<file path="src/rtl/rnge_pkg.sv">
// shared types and constants of the radix-n group encoder
package rnge_pkg;

  localparam int MAX_BYTES   = 7;
  localparam int BUF_W       = 8 * MAX_BYTES;
  localparam int MAX_SYMBOLS = 56;

  // character kinds on the output
  localparam logic [1:0] KIND_SYMBOL = 2'd0;
  localparam logic [1:0] KIND_PAD    = 2'd1;
  localparam logic [1:0] KIND_CR     = 2'd2;
  localparam logic [1:0] KIND_LF     = 2'd3;

  // configuration register indexes
  localparam logic [2:0] REG_GROUP_BYTES  = 3'd0;
  localparam logic [2:0] REG_SYMBOL_BITS  = 3'd1;
  localparam logic [2:0] REG_SYMBOL_MASK  = 3'd2;
  localparam logic [2:0] REG_SYMS_PER_GRP = 3'd3;
  localparam logic [2:0] REG_LINE_BREAK   = 3'd4;
  localparam logic [2:0] REG_PADDING      = 3'd5;

  // effective configuration, zero widths and oversize counts already fixed up
  typedef struct packed {
    logic [2:0] group_bytes;
    logic [2:0] symbol_bits;
    logic [6:0] symbol_mask;
    logic [5:0] symbols_per_group;
    logic       line_break_enable;
    logic       padding_enable;
  } cfg_t;

  // one group handed from the front to the back
  typedef struct packed {
    logic [BUF_W-1:0] data;     // bytes in the low 8*count bits, oldest highest
    logic [2:0]       count;
    logic             last;
    logic             partial;  // ends the message without filling the group
  } job_t;

endpackage

</file>
<file path="src/rtl/rnge_front.sv">
// front end: collects message bytes into groups and posts them to the job queue
module rnge_front (
  input  logic            clk,
  input  logic            rst,
  input  rnge_pkg::cfg_t  cfg,
  input  logic [7:0]      data_byte,
  input  logic            last_byte,
  input  logic            byte_fire,
  output logic            push,
  output rnge_pkg::job_t  push_job
);
  import rnge_pkg::*;

  logic [BUF_W-1:0] group_buffer;
  logic [2:0]       bytes_held;

  logic [2:0]       n;
  logic [BUF_W-1:0] v;
  logic             complete;

  assign n        = bytes_held + 3'd1;
  assign v        = {group_buffer[BUF_W-9:0], data_byte};
  assign complete = (n >= cfg.group_bytes);

  assign push             = byte_fire && (complete || last_byte);
  assign push_job.data    = v;
  assign push_job.count   = n;
  assign push_job.last    = last_byte;
  assign push_job.partial = !complete;

  always_ff @(posedge clk) begin
    if (rst) begin
      group_buffer <= '0;
      bytes_held   <= '0;
    end else if (byte_fire) begin
      if (complete || last_byte) begin
        group_buffer <= '0;
        bytes_held   <= '0;
      end else begin
        group_buffer <= v;
        bytes_held   <= n;
      end
    end
  end

endmodule

</file>
<file path="src/rtl/rnge_queue.sv">
// two-entry job queue between front and back
module rnge_queue (
  input  logic            clk,
  input  logic            rst,
  input  logic            push,
  input  rnge_pkg::job_t  push_job,
  input  logic            pop,
  output logic            full,
  output logic            not_empty,
  output rnge_pkg::job_t  head
);
  import rnge_pkg::*;

  localparam int DEPTH = 2;

  job_t       slots [DEPTH];
  logic       wr_ptr;
  logic       rd_ptr;
  logic [1:0] count;

  assign full      = (count == 2'(DEPTH));
  assign not_empty = (count != 2'd0);
  assign head      = slots[rd_ptr];

  always_ff @(posedge clk) begin
    if (push) begin
      slots[wr_ptr] <= push_job;
    end
  end

  always_ff @(posedge clk) begin
    if (rst) begin
      wr_ptr <= 1'b0;
      rd_ptr <= 1'b0;
      count  <= '0;
    end else begin
      if (push) begin
        wr_ptr <= !wr_ptr;
      end
      if (pop) begin
        rd_ptr <= !rd_ptr;
      end
      if (push && !pop) begin
        count <= count + 2'd1;
      end else if (pop && !push) begin
        count <= count - 2'd1;
      end
    end
  end

`ifndef SYNTHESIS
  a_no_overflow: assert property (@(posedge clk) disable iff (rst)
    !(push && full && !pop))
    else $error("job pushed into a full queue");
  a_no_underflow: assert property (@(posedge clk) disable iff (rst)
    !(pop && !not_empty))
    else $error("job popped from an empty queue");
  a_count_range: assert property (@(posedge clk) disable iff (rst)
    count <= 2'(DEPTH))
    else $error("queue count out of range");
`endif

endmodule

</file>
<file path="src/rtl/rnge_back.sv">
// back end: cuts a group into symbols, adds pad marks and line breaks, one character a cycle unless stalled
module rnge_back #(
  parameter int LINE_LENGTH = 76
) (
  input  logic            clk,
  input  logic            rst,
  input  rnge_pkg::cfg_t  cfg,
  input  logic            job_valid,
  input  rnge_pkg::job_t  job,
  output logic            pop,
  output logic            m_tvalid,
  input  logic            m_tready,
  output logic [7:0]      m_tdata,   // [6:0] symbol_index, [7] zero
  output logic            m_tlast,   // last_of_run
  output logic [2:0]      m_tuser    // [1:0] char_kind, [2] message_end
);
  import rnge_pkg::*;

  logic             active;
  logic [BUF_W-1:0] t_buf;
  logic [6:0]       bits;
  logic [5:0]       made;
  logic             job_last;
  logic             pad_ok;
  logic             brk_lf;
  logic [7:0]       line_count;
  logic [1:0]       out_kind;
  logic [6:0]       out_index;
  logic             out_last;
  logic             out_end;

  logic             active_next;
  logic [BUF_W-1:0] t_buf_next;
  logic [6:0]       bits_next;
  logic [5:0]       made_next;
  logic             job_last_next;
  logic             pad_ok_next;
  logic             brk_lf_next;
  logic [7:0]       line_count_next;
  logic             m_tvalid_next;
  logic [1:0]       out_kind_next;
  logic [6:0]       out_index_next;
  logic             out_last_next;
  logic             out_end_next;

  logic             slot_free;
  logic             sym_left;
  logic [6:0]       bits_after;
  logic [5:0]       made_inc;
  logic [BUF_W+7:0] shifted;
  logic [6:0]       sym_idx;
  logic             more;

  assign slot_free  = !m_tvalid || m_tready;
  assign sym_left   = (bits > 7'd8);
  assign bits_after = bits - {4'd0, cfg.symbol_bits};
  assign made_inc   = made + 6'd1;
  assign shifted    = {t_buf, 8'd0} >> bits_after;
  assign sym_idx    = shifted[6:0] & cfg.symbol_mask;
  // another character of this group follows the one sent now
  assign more       = (sym_left && (bits_after > 7'd8)) ||
                      (pad_ok && (made_inc < cfg.symbols_per_group));

  assign pop = !active && job_valid;

  always_comb begin
    active_next     = active;
    t_buf_next      = t_buf;
    bits_next       = bits;
    made_next       = made;
    job_last_next   = job_last;
    pad_ok_next     = pad_ok;
    brk_lf_next     = brk_lf;
    line_count_next = line_count;
    m_tvalid_next   = m_tvalid;
    out_kind_next   = out_kind;
    out_index_next  = out_index;
    out_last_next   = out_last;
    out_end_next    = out_end;

    if (active && slot_free) begin
      m_tvalid_next = 1'b1;
      out_last_next = 1'b0;
      out_end_next  = 1'b0;
      if (brk_lf) begin
        out_kind_next  = KIND_LF;
        out_index_next = '0;
        brk_lf_next    = 1'b0;
      end else if (cfg.line_break_enable && (line_count >= 8'(LINE_LENGTH))) begin
        out_kind_next   = KIND_CR;
        out_index_next  = '0;
        brk_lf_next     = 1'b1;
        line_count_next = '0;
      end else begin
        if (sym_left) begin
          out_kind_next  = KIND_SYMBOL;
          out_index_next = sym_idx;
          bits_next      = bits_after;
        end else begin
          out_kind_next  = KIND_PAD;
          out_index_next = '0;
        end
        made_next       = made_inc;
        line_count_next = (line_count == 8'hff) ? line_count : line_count + 8'd1;
        out_last_next   = !more;
        out_end_next    = !more && job_last;
        if (!more) begin
          active_next = 1'b0;
          if (job_last) begin
            line_count_next = '0;
          end
        end
      end
    end else if (slot_free) begin
      m_tvalid_next = 1'b0;
    end

    if (pop) begin
      active_next   = 1'b1;
      t_buf_next    = job.data;
      bits_next     = ({4'd0, job.count} + 7'd1) << 3;
      made_next     = '0;
      job_last_next = job.last;
      pad_ok_next   = job.partial && cfg.padding_enable;
      brk_lf_next   = 1'b0;
    end
  end

  always_ff @(posedge clk) begin
    if (rst) begin
      active     <= 1'b0;
      brk_lf     <= 1'b0;
      line_count <= '0;
      m_tvalid   <= 1'b0;
    end else begin
      active     <= active_next;
      brk_lf     <= brk_lf_next;
      line_count <= line_count_next;
      m_tvalid   <= m_tvalid_next;
    end
  end

  always_ff @(posedge clk) begin
    t_buf     <= t_buf_next;
    bits      <= bits_next;
    made      <= made_next;
    job_last  <= job_last_next;
    pad_ok    <= pad_ok_next;
    out_kind  <= out_kind_next;
    out_index <= out_index_next;
    out_last  <= out_last_next;
    out_end   <= out_end_next;
  end

  assign m_tdata = {1'b0, out_index};
  assign m_tlast = out_last;
  assign m_tuser = {out_end, out_kind};

`ifndef SYNTHESIS
  a_cr_then_lf: assert property (@(posedge clk) disable iff (rst)
    (m_tvalid && m_tready && (m_tuser[1:0] == KIND_CR)) |=>
      (m_tvalid && (m_tuser[1:0] == KIND_LF)))
    else $error("carriage return not followed by line feed");
  a_end_is_last: assert property (@(posedge clk) disable iff (rst)
    (m_tvalid && m_tuser[2]) |-> m_tlast)
    else $error("message end without run end");
  a_break_not_last: assert property (@(posedge clk) disable iff (rst)
    (m_tvalid && ((m_tuser[1:0] == KIND_CR) || (m_tuser[1:0] == KIND_LF))) |-> !m_tlast)
    else $error("line break closes a run");
`endif

endmodule

</file>
<file path="src/rtl/radix_n_group_encoder.sv">
// top level of the radix-n group encoder: configuration registers, front, queue, back
//
// Usage:
//   Message bytes enter on the s_ stream, one byte per transfer, s_tlast on the
//   final byte of a message. Result characters leave on the m_ stream: tuser
//   gives the kind (symbol, pad, CR, LF) and the message end flag, tdata the
//   symbol index, tlast ends a group's characters. The user must write the cfg_
//   port one register per cycle, only while the block is idle (not enforced).
// Timing:
//   The front takes one byte per cycle as long as the two-entry job queue has
//   room. The back loads a queued group and then sends one character per cycle
//   while the output is not stalled; it takes the next group only once the last
//   character of the current one is in the output register. A group's first
//   character passes the queue slot, the back's group registers and the output register.
// Reset:
//   rst clears the group buffer, the line counter and the queue, and loads the
//   base64 settings with padding and line breaks at LINE_LENGTH (76 by default).
// Stall:
//   While m_tready is low the output register holds; the back waits, the queue
//   fills, and then s_tready drops.
module radix_n_group_encoder #(
  parameter int LINE_LENGTH = 76
) (
  input  logic       clk,
  input  logic       rst,
  input  logic       s_tvalid,
  output logic       s_tready,
  input  logic [7:0] s_tdata,     // [7:0] data_byte
  input  logic       s_tlast,     // last_byte
  output logic       m_tvalid,
  input  logic       m_tready,
  output logic [7:0] m_tdata,     // [6:0] symbol_index, [7] zero
  output logic       m_tlast,     // last_of_run
  output logic [2:0] m_tuser,     // [1:0] char_kind, [2] message_end
  input  logic       cfg_wr_en,
  input  logic [2:0] cfg_addr,
  input  logic [6:0] cfg_wr_data
);
  import rnge_pkg::*;

  logic [2:0] group_bytes;
  logic [2:0] symbol_bits;
  logic [6:0] symbol_mask;
  logic [5:0] symbols_per_group;
  logic       line_break_enable;
  logic       padding_enable;

  cfg_t cfg;
  job_t push_job;
  job_t head;
  logic push;
  logic pop;
  logic full;
  logic not_empty;
  logic byte_fire;

  always_ff @(posedge clk) begin
    if (rst) begin
      group_bytes       <= 3'd3;
      symbol_bits       <= 3'd6;
      symbol_mask       <= 7'd63;
      symbols_per_group <= 6'd4;
      line_break_enable <= 1'b1;
      padding_enable    <= 1'b1;
    end else if (cfg_wr_en) begin
      case (cfg_addr)
        REG_GROUP_BYTES:  group_bytes       <= cfg_wr_data[2:0];
        REG_SYMBOL_BITS:  symbol_bits       <= cfg_wr_data[2:0];
        REG_SYMBOL_MASK:  symbol_mask       <= cfg_wr_data;
        REG_SYMS_PER_GRP: symbols_per_group <= cfg_wr_data[5:0];
        REG_LINE_BREAK:   line_break_enable <= cfg_wr_data[0];
        REG_PADDING:      padding_enable    <= cfg_wr_data[0];
        default: ;
      endcase
    end
  end

  // zero sizes act as one, symbols per group top out at the widest group (MAX_SYMBOLS)
  assign cfg.group_bytes       = (group_bytes == 3'd0) ? 3'd1 : group_bytes;
  assign cfg.symbol_bits       = (symbol_bits == 3'd0) ? 3'd1 : symbol_bits;
  assign cfg.symbol_mask       = symbol_mask;
  assign cfg.symbols_per_group = (symbols_per_group > 6'(MAX_SYMBOLS)) ?
                                 6'(MAX_SYMBOLS) : symbols_per_group;
  assign cfg.line_break_enable = line_break_enable;
  assign cfg.padding_enable    = padding_enable;

  assign s_tready  = !full;
  assign byte_fire = s_tvalid && s_tready;

  rnge_front u_front (
    .clk       (clk),
    .rst       (rst),
    .cfg       (cfg),
    .data_byte (s_tdata),
    .last_byte (s_tlast),
    .byte_fire (byte_fire),
    .push      (push),
    .push_job  (push_job)
  );

  rnge_queue u_queue (
    .clk       (clk),
    .rst       (rst),
    .push      (push),
    .push_job  (push_job),
    .pop       (pop),
    .full      (full),
    .not_empty (not_empty),
    .head      (head)
  );

  rnge_back #(
    .LINE_LENGTH (LINE_LENGTH)
  ) u_back (
    .clk       (clk),
    .rst       (rst),
    .cfg       (cfg),
    .job_valid (not_empty),
    .job       (head),
    .pop       (pop),
    .m_tvalid  (m_tvalid),
    .m_tready  (m_tready),
    .m_tdata   (m_tdata),
    .m_tlast   (m_tlast),
    .m_tuser   (m_tuser)
  );

endmodule
</file>
<file path="config.mk">
export PLATFORM = sky130hd
export DESIGN_NAME = radix_n_group_encoder
export DESIGN_NICKNAME = d
export VERILOG_FILES = /design/src/rtl/rnge_pkg.sv /design/src/rtl/rnge_front.sv /design/src/rtl/rnge_queue.sv /design/src/rtl/rnge_back.sv /design/src/rtl/radix_n_group_encoder.sv
export SDC_FILE = /design/constraint.sdc
export NUM_CORES = 1
export LEC_CHECK = 0
export BUFFER_PORTS_ARGS = -buffer_cell sky130_fd_sc_hd__buf_2
export CAP_MARGIN = 40
export CORE_MARGIN = 1.5
export CORE_UTILIZATION = 55
export DETAILED_ROUTE_END_ITERATION = 12
export PLACE_DENSITY_LB_ADDON = 0.25
export SKIP_CTS_REPAIR_TIMING = 1
export SYNTH_ARGS = -nofsm -noshare
export SYNTH_HDL_FRONTEND = slang
export SYNTH_SLANG_ARGS = --single-unit
</file>
<file path="constraint.sdc">
create_clock -name clk -period 8.1 [get_ports clk]
set_input_delay 0.405 -clock clk [delete_from_list [all_inputs] [get_ports clk]]
set_output_delay 0.405 -clock clk [all_outputs]
set_load 0.1 [all_outputs]
</file>
==> results.py <==
metrics = {
    "run_status": {
        "outcome": "completed",
    },
    "logic_synthesis": {
        "syn_inst": 1029,
        "synthXorXnorAreaFrac_pct": 1.66,
        "synth_fp_nets": 1071,
        "ys.flop_type": "edfxtp_1",
        "yosys.area_share.simple_pct": 9.27,
        "synth_warnings": 0,
        "synth_area_leader_cell": "edfxtp_1",
        "yosys.area.top_type_share_pct": 44.4,
        "synthMuxAreaShare_pct": 17.3,
        "synth-compound-area-share_pct": 7.98,
        "synthesis.area_um2": 13200,
        "async_flop_share_pct": 0,
        "synth_top_family_by_area": "multiplexers",
        "synth_cell_types": 55,
        "synth.avg_cell_area_um2": 12.8,
        "synthTopCellsByCount": "195 x edfxtp_1, 155 x nand2_1, 97 x dfxtp_1",
        "synthAdderAreaFrac_pct": 1.77,
        "seq_area_frac_synth_pct": 59.2,
        "yosysMostFrequentCell": "edfxtp_1",
        "synth_edf_count": 195,
        "netlist_top_cells_area": "edfxtp_1 44%, dfxtp_1 15%, mux4_2 9.1%",
        "synth_seq_cells": 292,
    },
    "route": {
        "postRouteAntennaNets": 0,
        "vias": 8245,
        "drt-initial-drc-count": 612,
        "drcViolationCount": 0,
        "vias_per_cell": 5.91,
        "dr.pass1.iters": 4,
        "drt-total-wl_um": 27000,
        "post_drt_wl_per_cell_um": 19.4,
    },
    "sta": {
        "hold_viol": 0,
        "period_share_pct": 56.3,
        "worstMarginPinSlew_ps": 956,
        "min_period_ps": 4560,
        "setup-violations-final": 0,
        "max_freq_ghz": 0.219,
        "grt_setup_unrepaired": "no",
        "slew_violations": 0,
        "holdWs_ps": 48.6,
        "finClkSkew_ps": 9.73,
        "relSlewSlack_pct": 35.4,
        "fin_tns_setup_ps": 0,
        "setup_ws_ps": 3540,
    },
    "clocking": {
        "insertion_delay_ps": 560,
        "cts_tree": "yes",
        "clockBufferDepth": 3,
        "numCtsBuffers": 30,
        "path_clk_slew_ps": 60,
        "clock_sinks": 292,
        "cts.htree.levels": 1,
        "cts_root_buf": "clkbuf_16",
    },
    "grt": {
        "grt-ovfl-total": 0,
        "grt_pass1_vias": 7877,
        "antenna_found_initial": 0,
        "grt_usage_pct": 22.2,
        "grt_pass1_wl_um": 42800,
        "grt_max_degree": 62,
    },
    "floorplan": {
        "die_h_um": 158,
        "fp.dieArea_um2": 24900,
        "start_util_pct": 56.1,
        "fp.dieW_um": 158,
        "core_area_um2": 23500,
        "io_pins": 38,
        "fp-row-count": 56,
    },
    "placement": {
        "dp_cells": 1339,
        "place.gp.congestion": 0.852,
        "placed_area_um2": 13700,
        "dp_hpwl_um": 17300,
        "io_buffers": 36,
        "place_ws_ps": 3570,
    },
    "worst_setup_path": {
        "end_kind": "flip-flop",
        "crit_fanout": 55,
        "criticalPathCategory": "reg2reg",
        "start_kind": "flip-flop",
        "cp.arrival_ps": 5000,
        "required_ps": 8540,
    },
    "pwr": {
        "powerDensity_nw_per_um2": 400,
        "power_switching_mw": 2.11,
        "p_comb_share_pct": 37.9,
        "swShare_pct": 35.6,
        "seq_power_share_pct": 37.7,
        "p_leak_nw": 5.25,
        "ir_drop_mv": 0.196,
        "finalPower_mw": 5.92,
        "cell_internal_pwr_mw": 3.82,
        "p_clk_share_pct": 24.5,
    },
    "layout": {
        "antenna_cells": 0,
        "final_cells": 1395,
        "nets": 1094,
        "syn_to_final_growth_pct": 12.3,
        "design_area_um2": 14800,
        "final_util_pct": 63.0,
        "drive_gt1_share_pct": 22.0,
    },
    "worst_hold_path": {
        "hold_class": "in2reg",
    },
    "run": {
        "cap_viol_max_count": 0,
    },
}
## path summary, 6_finish.rpt
check | start | endpoint | slack [ps] | cells after the start
min | s_tdata[4] | u_queue.slots[1][9] | 50 | 1
max reg2reg | symbol_bits[1] | u_back.line_count[6] | 3540 | 12
min reg2reg | u_front.group_buffer[42] | u_queue.slots[0][55] | 450 | 0
max | symbol_bits[1] | u_back.line_count[6] | 3540 | 12
## logic make-up (layout without fill, tap and decap cells)
| logic type | Yosys count | in the layout |
|---|---|---|
| AO/OA/AOI/OAI | 172 | 172 |
| XOR/XNOR | 25 | 25 |
| adder cells (fa/ha/maj) | 18 | 18 |
| buffers and inverters | 89 | 136 |
| flip-flops | 292 | 292 |
| multiplexers | 153 | 153 |
| other | 1 | 1 |
| AND/OR/NAND/NOR | 279 | 279 |
## placed cells by master (no fill, tap or decap), types with 30 or more instances in the layout
master / netlist / layout
a21oi_1: 79 / 79
buf_2: 20 / 36
clkbuf_16: 0 / 30
dfxtp_1: 97 / 96
edfxtp_1: 195 / 195
mux2_2: 66 / 66
mux2i_1: 34 / 34
mux4_2: 53 / 53
nand2_1: 155 / 154
nor2_1: 49 / 49
## registers in the layout, indices dropped and copies added (netlist names), 2 cells and up, named ones only
name,cells
u_front.group_buffer,48
u_back.bits,7
u_queue.slots,122
symbol_bits,3
u_front.bytes_held,3
group_bytes,3
u_back.t_buf,56
symbols_per_group,6
u_back.out_index,7
u_back.made,6
u_back.out_kind,2
symbol_mask,7
u_back.line_count,8
u_queue.count,2
## power groups by stage
stage	combinational [mW]	clock [mW]	sequential, mW
global placement	2.18	0	2.24
floorplan	1.59	0	2.35
detailed placement	2.23	0	2.25
global route	2.44	1.53	2.26
CTS	2.25	1.48	2.23
finish	2.24	1.45	2.23
## layer usage
layer / up-vias / wire length (um) / part of all wire [%] / GRT usage (%)
met5: - / 0 / 0 / 0
met4: 0 / 527 / 2.0 / 5.26
met3: 37 / 1270 / 4.7 / 3.01
met2: 214 / 13000 / 48 / 36.8
met1: 4116 / 12200 / 45 / 31.3
li1: 3878 / - / - / -
## critical path: stages, from the launching register on
cell      delay [ps]
dfxtp_1          320
o21bai_1         270
ha_4             190
inv_1             60
fa_2             530
buf_4            560
clkinv_1         730
nand3_1          240
o211a_1          160
o21ai_0          130
a31oi_1          680
nor2_1           170
o41ai_1          400
## layout make-up
cell class	instances	area [um2]
Clock buffer	33	762
Timing Repair Buffer	52	344
Clock inverter	23	302
Sequential cell	292	7800
Fill cell	1766	8680
Tap cell	319	399
Multi-Input combinational cell	648	5080
Inverter	28	105
Note: power is estimated with default switching activity, not from simulation.
